**config.mk**
```make
export PLATFORM = sky130hd
export DESIGN_NAME = bisection_square_root_core
export DESIGN_NICKNAME = d
export VERILOG_FILES = /design/src/rtl/bsr_pkg.sv /design/src/rtl/bisection_square_root_core.sv /design/src/rtl/bsr_square_unit.sv /design/src/rtl/bsr_seq.sv
export VERILOG_INCLUDE_DIRS = /design/src /design/src/rtl
export SDC_FILE = /design/constraint.sdc
export NUM_CORES = 2
export LEC_CHECK = 0
export BUFFER_PORTS_ARGS = -buffer_cell sky130_fd_sc_hd__buf_4
export CORE_MARGIN = 4
export CORE_UTILIZATION = 40
export DETAILED_ROUTE_END_ITERATION = 7
export PLACE_DENSITY = 0.63
export SYNTH_ARGS = -nofsm -noshare
export SYNTH_HDL_FRONTEND = slang
export SYNTH_HIERARCHICAL = 1
export SYNTH_SLANG_ARGS = --single-unit
```
**constraint.sdc**
```tcl
create_clock -name aclk -period 9.7 [get_ports aclk]
set_input_delay 0.485 -clock aclk [delete_from_list [all_inputs] [get_ports aclk]]
set_output_delay 0.485 -clock aclk [all_outputs]
set_load 0.05 [all_outputs]
```
**src/rtl/assert_macros.svh**
```systemverilog
// Assertion macros shared by the bisection square root RTL.
// Include with the bare file name; each use stands on a line of its own.
`ifndef ASSERT_MACROS_SVH
`define ASSERT_MACROS_SVH

// Property checked on every rising edge, off while reset is low.
`define ASSERT_RST(label, clk, rstn, prop) \
    label: assert property (@(posedge clk) disable iff (!rstn) prop) \
        else $error("bsr: assertion failed");

// Same-cycle implication, off while reset is low.
`define ASSERT_IMPLIES(label, clk, rstn, ante, cons) \
    label: assert property (@(posedge clk) disable iff (!rstn) (ante) |-> (cons)) \
        else $error("bsr: implication failed");

`endif

```
**src/rtl/bsr_pkg.sv**
```systemverilog
// Package for the bisection square root core: widths, sign type, helpers.
// No dependencies; imported by every module of the core.
`default_nettype none

package bsr_pkg;

    localparam int VALUE_WIDTH   = 32;
    localparam int FRACTION_BITS = 16;
    localparam int PROD_W        = 2 * VALUE_WIDTH;
    localparam int FIELD_W       = 32;
    localparam int TOL_W         = 32;
    localparam int STEP_W        = 6;
    localparam int CMP_W         = (VALUE_WIDTH > TOL_W) ? VALUE_WIDTH : TOL_W;
    localparam int MAX_STEPS     = VALUE_WIDTH + 8;
    localparam logic [TOL_W-1:0] TOL_RESET = TOL_W'(16);

    typedef logic [VALUE_WIDTH-1:0] value_t;

    // Sign of x*x - radicand: gt means positive, eq means exact root.
    typedef struct packed {
        logic gt;
        logic eq;
    } fsign_t;

    function automatic value_t midpoint(value_t x, value_t y);
        logic [VALUE_WIDTH:0] sum;
        sum = {1'b0, x} + {1'b0, y};
        return sum[VALUE_WIDTH:1];
    endfunction

    function automatic logic within_tol(value_t x, value_t y, logic [TOL_W-1:0] tol);
        value_t d;
        d = (x > y) ? x - y : y - x;
        return CMP_W'(d) <= CMP_W'(tol);
    endfunction

endpackage

`default_nettype wire

```
**src/rtl/bisection_square_root_core.sv**
```systemverilog
// Bisection square root core: after accept, each limit is squared and compared, then
// each step squares and compares the midpoint; a bad bracket goes straight to the result.
// One word at a time: the next word is taken only once the result is in the output
// register; s_tready is high only while the sequencer, with its shared squarer, is idle.
// Reset (aresetn low, synchronous) empties the block and sets tolerance to 16.
`default_nettype none

module bisection_square_root_core (
    input  wire logic        aclk,
    input  wire logic        aresetn,
    input  wire logic        cfg_we,
    input  wire logic [31:0] cfg_wdata,
    input  wire logic        s_tvalid,
    output logic             s_tready,
    // [31:0] radicand, [63:32] first_limit, [95:64] second_limit
    input  wire logic [95:0] s_tdata,
    output logic             m_tvalid,
    input  wire logic        m_tready,
    // [31:0] root, [37:32] step_count, [39:38] zero
    output logic [39:0]      m_tdata,
    // [0] status
    output logic [0:0]       m_tuser
);
    import bsr_pkg::*;

    logic [TOL_W-1:0]  tol_reg, tol_next;
    value_t            root;
    logic [STEP_W-1:0] step_count;
    logic              status;

    // A zero tolerance would never end the loop: store it as one.
    always_comb begin
        tol_next = tol_reg;
        if (cfg_we) begin
            tol_next = (cfg_wdata == '0) ? TOL_W'(1) : TOL_W'(cfg_wdata);
        end
    end

    always_ff @(posedge aclk) begin
        if (!aresetn) begin
            tol_reg <= TOL_RESET;
        end else begin
            tol_reg <= tol_next;
        end
    end

    bsr_seq u_seq (
        .aclk         (aclk),
        .aresetn      (aresetn),
        .s_valid      (s_tvalid),
        .s_ready      (s_tready),
        .radicand     (VALUE_WIDTH'(s_tdata[31:0])),
        .first_limit  (VALUE_WIDTH'(s_tdata[63:32])),
        .second_limit (VALUE_WIDTH'(s_tdata[95:64])),
        .tol          (tol_reg),
        .m_valid      (m_tvalid),
        .m_ready      (m_tready),
        .root         (root),
        .step_count   (step_count),
        .status       (status)
    );

    assign m_tdata = {2'b00, step_count, FIELD_W'(root)};
    assign m_tuser = status;

endmodule

`default_nettype wire

```
**src/rtl/bsr_square_unit.sv**
```systemverilog
// Shared squaring unit: registers x*x and compares it with the scaled radicand.
// Depends on bsr_pkg.
`default_nettype none

module bsr_square_unit (
    input  wire logic             aclk,
    input  wire logic             load,
    input  wire bsr_pkg::value_t  x,
    input  wire bsr_pkg::value_t  radicand,
    output bsr_pkg::fsign_t       sign
);
    import bsr_pkg::*;

    logic [PROD_W-1:0] sq_reg;
    logic [PROD_W-1:0] sq_next;
    logic [PROD_W-1:0] rad_scaled;

    assign sq_next    = PROD_W'(x) * PROD_W'(x);
    assign rad_scaled = PROD_W'(radicand) << FRACTION_BITS;

    always_ff @(posedge aclk) begin
        if (load) begin
            sq_reg <= sq_next;
        end
    end

    assign sign.gt = sq_reg > rad_scaled;
    assign sign.eq = sq_reg == rad_scaled;

endmodule

`default_nettype wire

```
**src/rtl/bsr_seq.sv**
```systemverilog
// Sequencer and bracket registers of the bisection square root core.
// Depends on bsr_pkg, bsr_square_unit and assert_macros.svh.
`default_nettype none
`include "assert_macros.svh"

module bsr_seq (
    input  wire logic                          aclk,
    input  wire logic                          aresetn,
    input  wire logic                          s_valid,
    output logic                               s_ready,
    input  wire bsr_pkg::value_t               radicand,
    input  wire bsr_pkg::value_t               first_limit,
    input  wire bsr_pkg::value_t               second_limit,
    input  wire logic [bsr_pkg::TOL_W-1:0]     tol,
    output logic                               m_valid,
    input  wire logic                          m_ready,
    output bsr_pkg::value_t                    root,
    output logic [bsr_pkg::STEP_W-1:0]         step_count,
    output logic                               status
);
    import bsr_pkg::*;

    localparam logic [2:0] S_IDLE   = 3'd0;
    localparam logic [2:0] S_FA_SQ  = 3'd1;
    localparam logic [2:0] S_FA_CMP = 3'd2;
    localparam logic [2:0] S_FB_SQ  = 3'd3;
    localparam logic [2:0] S_FB_CMP = 3'd4;
    localparam logic [2:0] S_SQ     = 3'd5;
    localparam logic [2:0] S_CMP    = 3'd6;
    localparam logic [2:0] S_FIN    = 3'd7;

    logic [2:0]        state_reg, state_next;
    value_t            r_reg, r_next;
    value_t            a_reg, a_next;
    value_t            b_reg, b_next;
    value_t            mid_reg, mid_next;
    value_t            mid_a_reg, mid_a_next;
    value_t            mid_b_reg, mid_b_next;
    logic              done_a_reg, done_a_next;
    logic              done_b_reg, done_b_next;
    logic              sa_pos_reg, sa_pos_next;
    logic              sa_neg_reg, sa_neg_next;
    logic              err_reg, err_next;
    logic [STEP_W-1:0] steps_reg, steps_next;
    logic              m_valid_reg, m_valid_next;
    value_t            m_root_reg, m_root_next;
    logic [STEP_W-1:0] m_steps_reg, m_steps_next;
    logic              m_status_reg, m_status_next;

    logic   sq_load;
    value_t sq_x;
    fsign_t fs;
    logic   f_neg;
    logic   repl_a;

    assign sq_load = (state_reg == S_FA_SQ) || (state_reg == S_FB_SQ) || (state_reg == S_SQ);

    always_comb begin
        case (state_reg)
            S_FA_SQ: sq_x = a_reg;
            S_FB_SQ: sq_x = b_reg;
            default: sq_x = mid_reg;
        endcase
    end

    bsr_square_unit u_square (
        .aclk     (aclk),
        .load     (sq_load),
        .x        (sq_x),
        .radicand (r_reg),
        .sign     (fs)
    );

    assign f_neg  = !fs.gt && !fs.eq;
    // Replace the first limit only on a strict sign match; a zero moves the second.
    assign repl_a = (sa_pos_reg && fs.gt) || (sa_neg_reg && f_neg);

    assign s_ready = (state_reg == S_IDLE);

    always_comb begin
        state_next    = state_reg;
        r_next        = r_reg;
        a_next        = a_reg;
        b_next        = b_reg;
        mid_next      = mid_reg;
        mid_a_next    = mid_a_reg;
        mid_b_next    = mid_b_reg;
        done_a_next   = done_a_reg;
        done_b_next   = done_b_reg;
        sa_pos_next   = sa_pos_reg;
        sa_neg_next   = sa_neg_reg;
        err_next      = err_reg;
        steps_next    = steps_reg;
        m_valid_next  = m_valid_reg && !m_ready;
        m_root_next   = m_root_reg;
        m_steps_next  = m_steps_reg;
        m_status_next = m_status_reg;

        case (state_reg)
            S_IDLE: begin
                if (s_valid) begin
                    r_next     = radicand;
                    a_next     = first_limit;
                    b_next     = second_limit;
                    state_next = S_FA_SQ;
                end
            end
            S_FA_SQ: begin
                state_next = S_FA_CMP;
            end
            S_FA_CMP: begin
                sa_pos_next = fs.gt;
                sa_neg_next = f_neg;
                state_next  = S_FB_SQ;
            end
            S_FB_SQ: begin
                state_next = S_FB_CMP;
            end
            S_FB_CMP: begin
                mid_next   = midpoint(a_reg, b_reg);
                steps_next = '0;
                if ((sa_pos_reg && f_neg) || (sa_neg_reg && fs.gt)) begin
                    err_next   = 1'b0;
                    state_next = S_SQ;
                end else begin
                    err_next   = 1'b1;
                    state_next = S_FIN;
                end
            end
            S_SQ: begin
                // Prepare both outcomes while the square is formed.
                mid_a_next  = midpoint(mid_reg, b_reg);
                mid_b_next  = midpoint(a_reg, mid_reg);
                done_a_next = within_tol(mid_reg, b_reg, tol);
                done_b_next = within_tol(a_reg, mid_reg, tol);
                state_next  = S_CMP;
            end
            S_CMP: begin
                steps_next = steps_reg + STEP_W'(1);
                if (repl_a) begin
                    a_next   = mid_reg;
                    mid_next = mid_a_reg;
                end else begin
                    b_next   = mid_reg;
                    mid_next = mid_b_reg;
                end
                if (repl_a ? done_a_reg : done_b_reg) begin
                    state_next = S_FIN;
                end else begin
                    state_next = S_SQ;
                end
            end
            S_FIN: begin
                // Hold until the output word is free.
                if (!m_valid_reg || m_ready) begin
                    m_valid_next  = 1'b1;
                    m_root_next   = err_reg ? '0 : mid_reg;
                    m_steps_next  = steps_reg;
                    m_status_next = err_reg;
                    state_next    = S_IDLE;
                end
            end
            default: begin
                state_next = S_IDLE;
            end
        endcase
    end

    always_ff @(posedge aclk) begin
        if (!aresetn) begin
            state_reg   <= S_IDLE;
            m_valid_reg <= 1'b0;
            steps_reg   <= '0;
        end else begin
            state_reg   <= state_next;
            m_valid_reg <= m_valid_next;
            steps_reg   <= steps_next;
        end
    end

    always_ff @(posedge aclk) begin
        r_reg        <= r_next;
        a_reg        <= a_next;
        b_reg        <= b_next;
        mid_reg      <= mid_next;
        mid_a_reg    <= mid_a_next;
        mid_b_reg    <= mid_b_next;
        done_a_reg   <= done_a_next;
        done_b_reg   <= done_b_next;
        sa_pos_reg   <= sa_pos_next;
        sa_neg_reg   <= sa_neg_next;
        err_reg      <= err_next;
        m_root_reg   <= m_root_next;
        m_steps_reg  <= m_steps_next;
        m_status_reg <= m_status_next;
    end

    assign m_valid    = m_valid_reg;
    assign root       = m_root_reg;
    assign step_count = m_steps_reg;
    assign status     = m_status_reg;

    `ASSERT_IMPLIES(a_err_clears_fields, aclk, aresetn, m_valid_reg && m_status_reg, (m_steps_reg == '0) && (m_root_reg == '0))
    `ASSERT_RST(a_step_bound, aclk, aresetn, (steps_reg <= STEP_W'(MAX_STEPS)))
    `ASSERT_RST(a_accept_starts, aclk, aresetn, (s_valid && s_ready) |=> (state_reg == S_FA_SQ))
    `ASSERT_RST(a_fin_waits, aclk, aresetn, (state_reg == S_FIN && m_valid_reg && !m_ready) |=> (state_reg == S_FIN))

endmodule

`default_nettype wire
```
### Yosys cells after proc, flatten, opt, wreduce, memory -nomap -nowiden

Index checks and enable logic that the tools add are counted.
W data, S select, Z words.

| storage, ports and cells | value |
|---|---|
| bits in registers | 342 |
| word-level logic and storage cells | 91 |
| bits of input ports | 133 |
| output and inout bits | 43 |

| operators by class | value |
|---|---|
| add/subtract/negate cells | 8 |
| equal/unequal tests | 12 |
| $mul | 1 |
| mux-type cells | 22 |
| $lt $le $gt $ge | 5 |
| reduce and logical (&&, ||, !) cells | 24 |

Operator list:

| cell | number |
|---|---|
| $mux W32 | 8 |
| $pmux W32 S2 | 4 |
| $sub A32 B32 Y32 | 4 |
| $add A32 B32 Y33 | 3 |
| $eq A64 B48 Y1 | 1 |
| $gt A32 B32 Y1 | 2 |
| $gt A64 B48 Y1 | 1 |
| $le A32 B32 Y1 | 2 |
| $mul A32 B32 Y64 | 1 |
| $logic_not A32 Y1 | 1 |
| $pmux W3 S8 | 1 |
| $eq A3 B3 Y1 const B | 4 |
| $pmux W6 S2 | 1 |
| $add A6 B1 Y6 const B | 1 |
| $eq A3 B2 Y1 const B | 2 |
| $logic_and A1 B1 Y1 | 6 |
| $mux W3 | 2 |
| $reduce_and A2 Y1 | 3 |
| $reduce_and A3 Y1 | 2 |
| $logic_or A1 B1 Y1 | 5 |
| $logic_not A1 Y1 | 4 |
| $mux W1 | 4 |
| $mux W2 | 2 |
| $ne A2 B1 Y1 const B | 2 |
| other kinds (4) | 6 |

### Depth between registers and ports, before layout

| logic depth | value |
|---|---|
| depth after elaboration | 8 |
| mapped depth | 36 |
| mapped depth without buffers | 32 |

### Hierarchy

Netlist, hierarchy kept.

Modules (own cells, without submodules):

| module | cells an instance | seq. area each (um2) | area each (um2) | times used |
|---|---|---|---|---|
| bsr_square_unit | 3383 | 1891.8 | 32283.5 | 1 |
| bsr_seq | 2586 | 7287.0 | 22595.4 | 1 |
| bisection_square_root_core | 117 | 640.6 | 1292.5 | 1 |

### Least setup slack after synthesis

No wires, ideal clock.

| path | value |
|---|---|
| path type | flip-flop to flip-flop |
| from | reg u_seq.state_reg[1] |
| to | reg u_seq.u_square.sq_reg[63], data pin |
| buffers on the path | 4 |
| setup slack | 0.910 ns |
| library setup time | 0.260 ns |
| data required time | 9.440 ns |
| stages on the path, launching flop included | 29 |
| clock period less this slack | 8.790 ns |
| arrival | 8.530 ns |
| cells stage by stage | dfxtp_1 > clkbuf_1 > clkbuf_1 > mux2i_1 > o21ai_0 > clkbuf_1 > clkbuf_1 > and2_1 > fa_1 > fa_1 > fa_1 > inv_1 > fa_1 > inv_1 > fa_1 > fa_1 > fa_1 > fa_1 > ha_1 > a21oi_1 > o22ai_1 > a221oi_2 > nor2_1 > o211ai_1 > a21oi_1 > or4_1 > a21o_1 > a221oi_2 > xnor2_1 |

| between the ends | value |
|---|---|
| cells in the longest elaborated chain, start to end | 3 |
| elaborated cells between the ends (all ways) | 4 |
| those cells by class | mul (1); eq/ne (2); mux (1) |

Ends and longest elaborated chain:

| item | RTL line | source |
|---|---|---|
| start: declaration | bsr_seq.sv:32 | `logic [2:0] state_reg, state_next;` |
| start signal: assignment | bsr_seq.sv:175 | `state_reg <= state_next;` |
| $eq A3 B2 Y1 / $eq A3 B1 Y1 (equally long branches) | bsr_seq.sv:59 | `case (state_reg)` |
| $pmux W32 S2 (*) | bsr_seq.sv:59 |  |
| via u_seq.sq_x[5] | bsr_seq.sv:51 | `value_t sq_x;` |
| $mul A32 B32 Y64 (*) | bsr_square_unit.sv:18 | `assign sq_next = PROD_W'(x) * PROD_W'(x);` |
| via u_seq.u_square.sq_next[63] | bsr_square_unit.sv:15 | `logic [PROD_W-1:0] sq_next;` |
| end signal: assignment | bsr_square_unit.sv:23 | `sq_reg <= sq_next;` |
| end: declaration | bsr_square_unit.sv:14 | `logic [PROD_W-1:0] sq_reg;` |

The timed path passes the listed nets; every way through them passes the cells marked *.
A chain may end at the register's enable or synchronous reset.

### Worst setup path after layout

| path | value |
|---|---|
| from | reg u_seq.state_reg[2] |
| to | reg u_seq.u_square.sq_reg[60], data pin |

Same word-level chain as after synthesis.

==> metrics.md <==
| Metric | Value |
|---|---|
| Gate Count Post-Synth | roughly 6100 |
| Remaining Overflow, GRT | 0 |
| Layout Nets | 7731 |
| Ys Warns | 6 |
| Die W | 383 um |
| Post-DP HPWL | around 140000 um |
| Status | finished, final reports clean |
| Area contributors post-synth | fa_1 28%, edfxtp_1 16%, ha_1 14% |
| Post-synth EDFFs | 299 |
| Clock buffer depth | 3 |
| # Max-Cap Violations | 0 |
| Largest net degree at the start of global routing | 68 |
| Vias | ~43000 |
| Clock root buffer | clkbuf_16 |
| Number of remaining DRC errors | 0 |
| Hold-fix buffers at CTS | 0 |
| Hold Crit Start | s_tdata[5] |
| Number of global-route vias before repair | about 45000 |
| Final setup viols | 0 |
| Share of the synthesized area in the top cell type | 28.5% |
| Routed length per instance | 21.2 um |
| Synthesized area per cell | 9.23 um2 |
| Setup CP Type | flip-flop to flip-flop |
| Clk slew on worst S/H paths | 0.07 ns |
| Initial antenna violation count | 5 |
| H-Tree Depth | 2 |
| Most common cell after layout, fill and taps aside | inv_1 |
| Worst path arrival time | a little under 10 ns |
| RR Startpoint | u_seq/state_reg[2]$_SDFFE_PN0P_ |
| F_max | 108 MHz |
| Slowest CP cell | ha_1 |
| Crit-path most repeated cell | fa_1 |
| Post-Syn Area | between 0.05 and 0.06 mm2 |
| Gpl congestion | 0.957 |
| Unique masters post-synth | 95 |
| Least-Margin Pin Slew | around 1.2 ns |
| Min Tclk post-route | about 9.3 ns |
| Initial Util | 40.3% |
| Seq/Total Area, Yosys | 17.5% |
| Fin cells | 8095 |
| CTS Buf Count | 43 |
| GRT Util Overall | 23.4% |
| Final ANT Viol Nets | 0 |
| Ports | 176 |
| Layout cells sized above 1 | 7.78% |
| Die Area | 0.146 mm2 |
| Final Max Tran Viols | 0 |
| Unrepaired setup endpoints after global routing | no |
| Final WL | ~170000 um |
| Post-route clock period utilization | 95.8% |
| DRT iter0 DRCs | roughly 3700 |
| Crit start category | flip-flop |
| Vias per cell | 5.32 |
| Area grow syn2layout | 9.52% |
| Final hold vios | 0 |
| Worst Clk Skew | roughly 0.049 ns |
| Worst Path Max Fanout | 45 |
| Synth area leader | fa_1 |
| CP required | 10.03 ns |
| Rows | 137 |
| HP Class | primary input to flip-flop |
| Final Util | 44.1% |
| Setup TNS | 0 ns |
| Commonest cells after routing, fill and taps aside | 1219 x inv_1, 799 x fa_1, 616 x ha_1, 606 x nand2_1, 317 x a21oi_1 |
| Dpl cells | 8012 |
| Worst-Skew Late Latency | 0.63 ns |
| Max reg flops | 63 |
| Clk sink count | roughly 340 |
| PortBufs | 173 |
| Worst Setup End Kind | flip-flop |
| Synth async-reset ratio | 0% |
| Slew HR | 17.4% |
| #FFs+latches synth | approximately 340 |
| Core area | 0.140 mm2 |
| CP max stage delay | roughly 0.60 ns |
| DRT Pass-1 Iters | 7 |
| Global-route wire length before repair | around 270000 um |
| Die Y | 383 um |
| Clock tree from TritonCTS | yes |
| Most used flip-flop cell after synthesis | edfxtp_1 |
| Crit path from | u_seq/state_reg[2]$_SDFFE_PN0P_ |
-- metrics by stage --
step / setup slack (ns) / instance area, um2 / hold slack, ns
after CTS: 0.0681 / 61400 / 0.00437
after detailed placement: 0.0235 / 60000 / 0.451
after floorplan: 0.910 / 56200 / 0.423
after global placement: 0.00586 / 60000 / 0.450
final: 0.408 / 61500 / 0.0341
after global routing: 0.0317 / 61500 / 0.0158
-- cell type report --
type	count	area (um2)
Timing Repair Buffer	290	2310
Inverter	1223	4590
Clock inverter	26	230
Multi-Input combinational cell	4284	41000
Fill cell	13716	78000
Clock buffer	54	1170
Tap cell	1876	2350
Antenna cell	1	2.50
Sequential cell	341	9820
-- worst paths after layout --
kind                                         end  slack, ns  depth (start not counted)
min reg2reg        u_seq/step_count[5]$_DFFE_PP_       0.47                          0
min                     u_seq/r_reg[5]$_DFFE_PP_       0.03                          1
max          u_seq/u_square/sq_reg[60]$_DFFE_PP_       0.41                         28
max reg2reg  u_seq/u_square/sq_reg[60]$_DFFE_PP_       0.41                         28
-- cell usage after synthesis, types with 35 or more instances --
cell type / number
nor2b_1: 81
a21o_1: 137
fa_1: 799
edfxtp_1: 299
nand4_1: 67
nor4_1: 35
nor3_1: 49
dfxtp_1: 42
a211oi_1: 35
and2_1: 255
o21ai_0: 183
nor2_1: 264
nand2_1: 608
ha_1: 616
mux2i_1: 122
a21oi_1: 318
nand3_1: 51
xnor2_1: 157
o21bai_1: 50
clkbuf_1: 187
inv_1: 1219
xor2_1: 87
-- worst max-delay path: cells and delay by family, from the launching register on --
family,cells,cell delay (ns)
flops,1,0.33
simple gates,6,1.61
buf+inv,7,1.34
compound gates,5,1.08
xor+xnor,1,0.10
fa+ha+maj,9,4.44
-- layer usage --
layer,vias to the layer above,share of wire (%),GRT usage (%)
li1,19812,-,-
met1,21565,45,33.0
met2,1441,45,36.9
met3,262,7.7,4.37
met4,0,2.9,6.35
met5,-,0,0
-- logic make-up (layout without fill, tap and decap cells) --
group / Yosys count / in the layout / synth area share (%)
other cells: 1 / 3 / 0.00668
buf+inv: 1462 / 1593 / 9.95
compound gates: 969 / 969 / 11.2
simple gates: 1520 / 1520 / 13.0
flops: 341 / 341 / 17.5
mux: 134 / 134 / 2.41
fa+ha+maj: 1415 / 1415 / 42.2
xor+xnor: 244 / 244 / 3.80
-- what timing repair did --
action	CTS	global route
gates resized for setup	1	9
gates cloned	0	0
pin swaps	0	2
endpoints found under the setup margin	2	13
buffers inserted	0	2
Power is not shown: default switching activity piles up to over one toggle a cycle in this logic, so the estimate is an artifact.
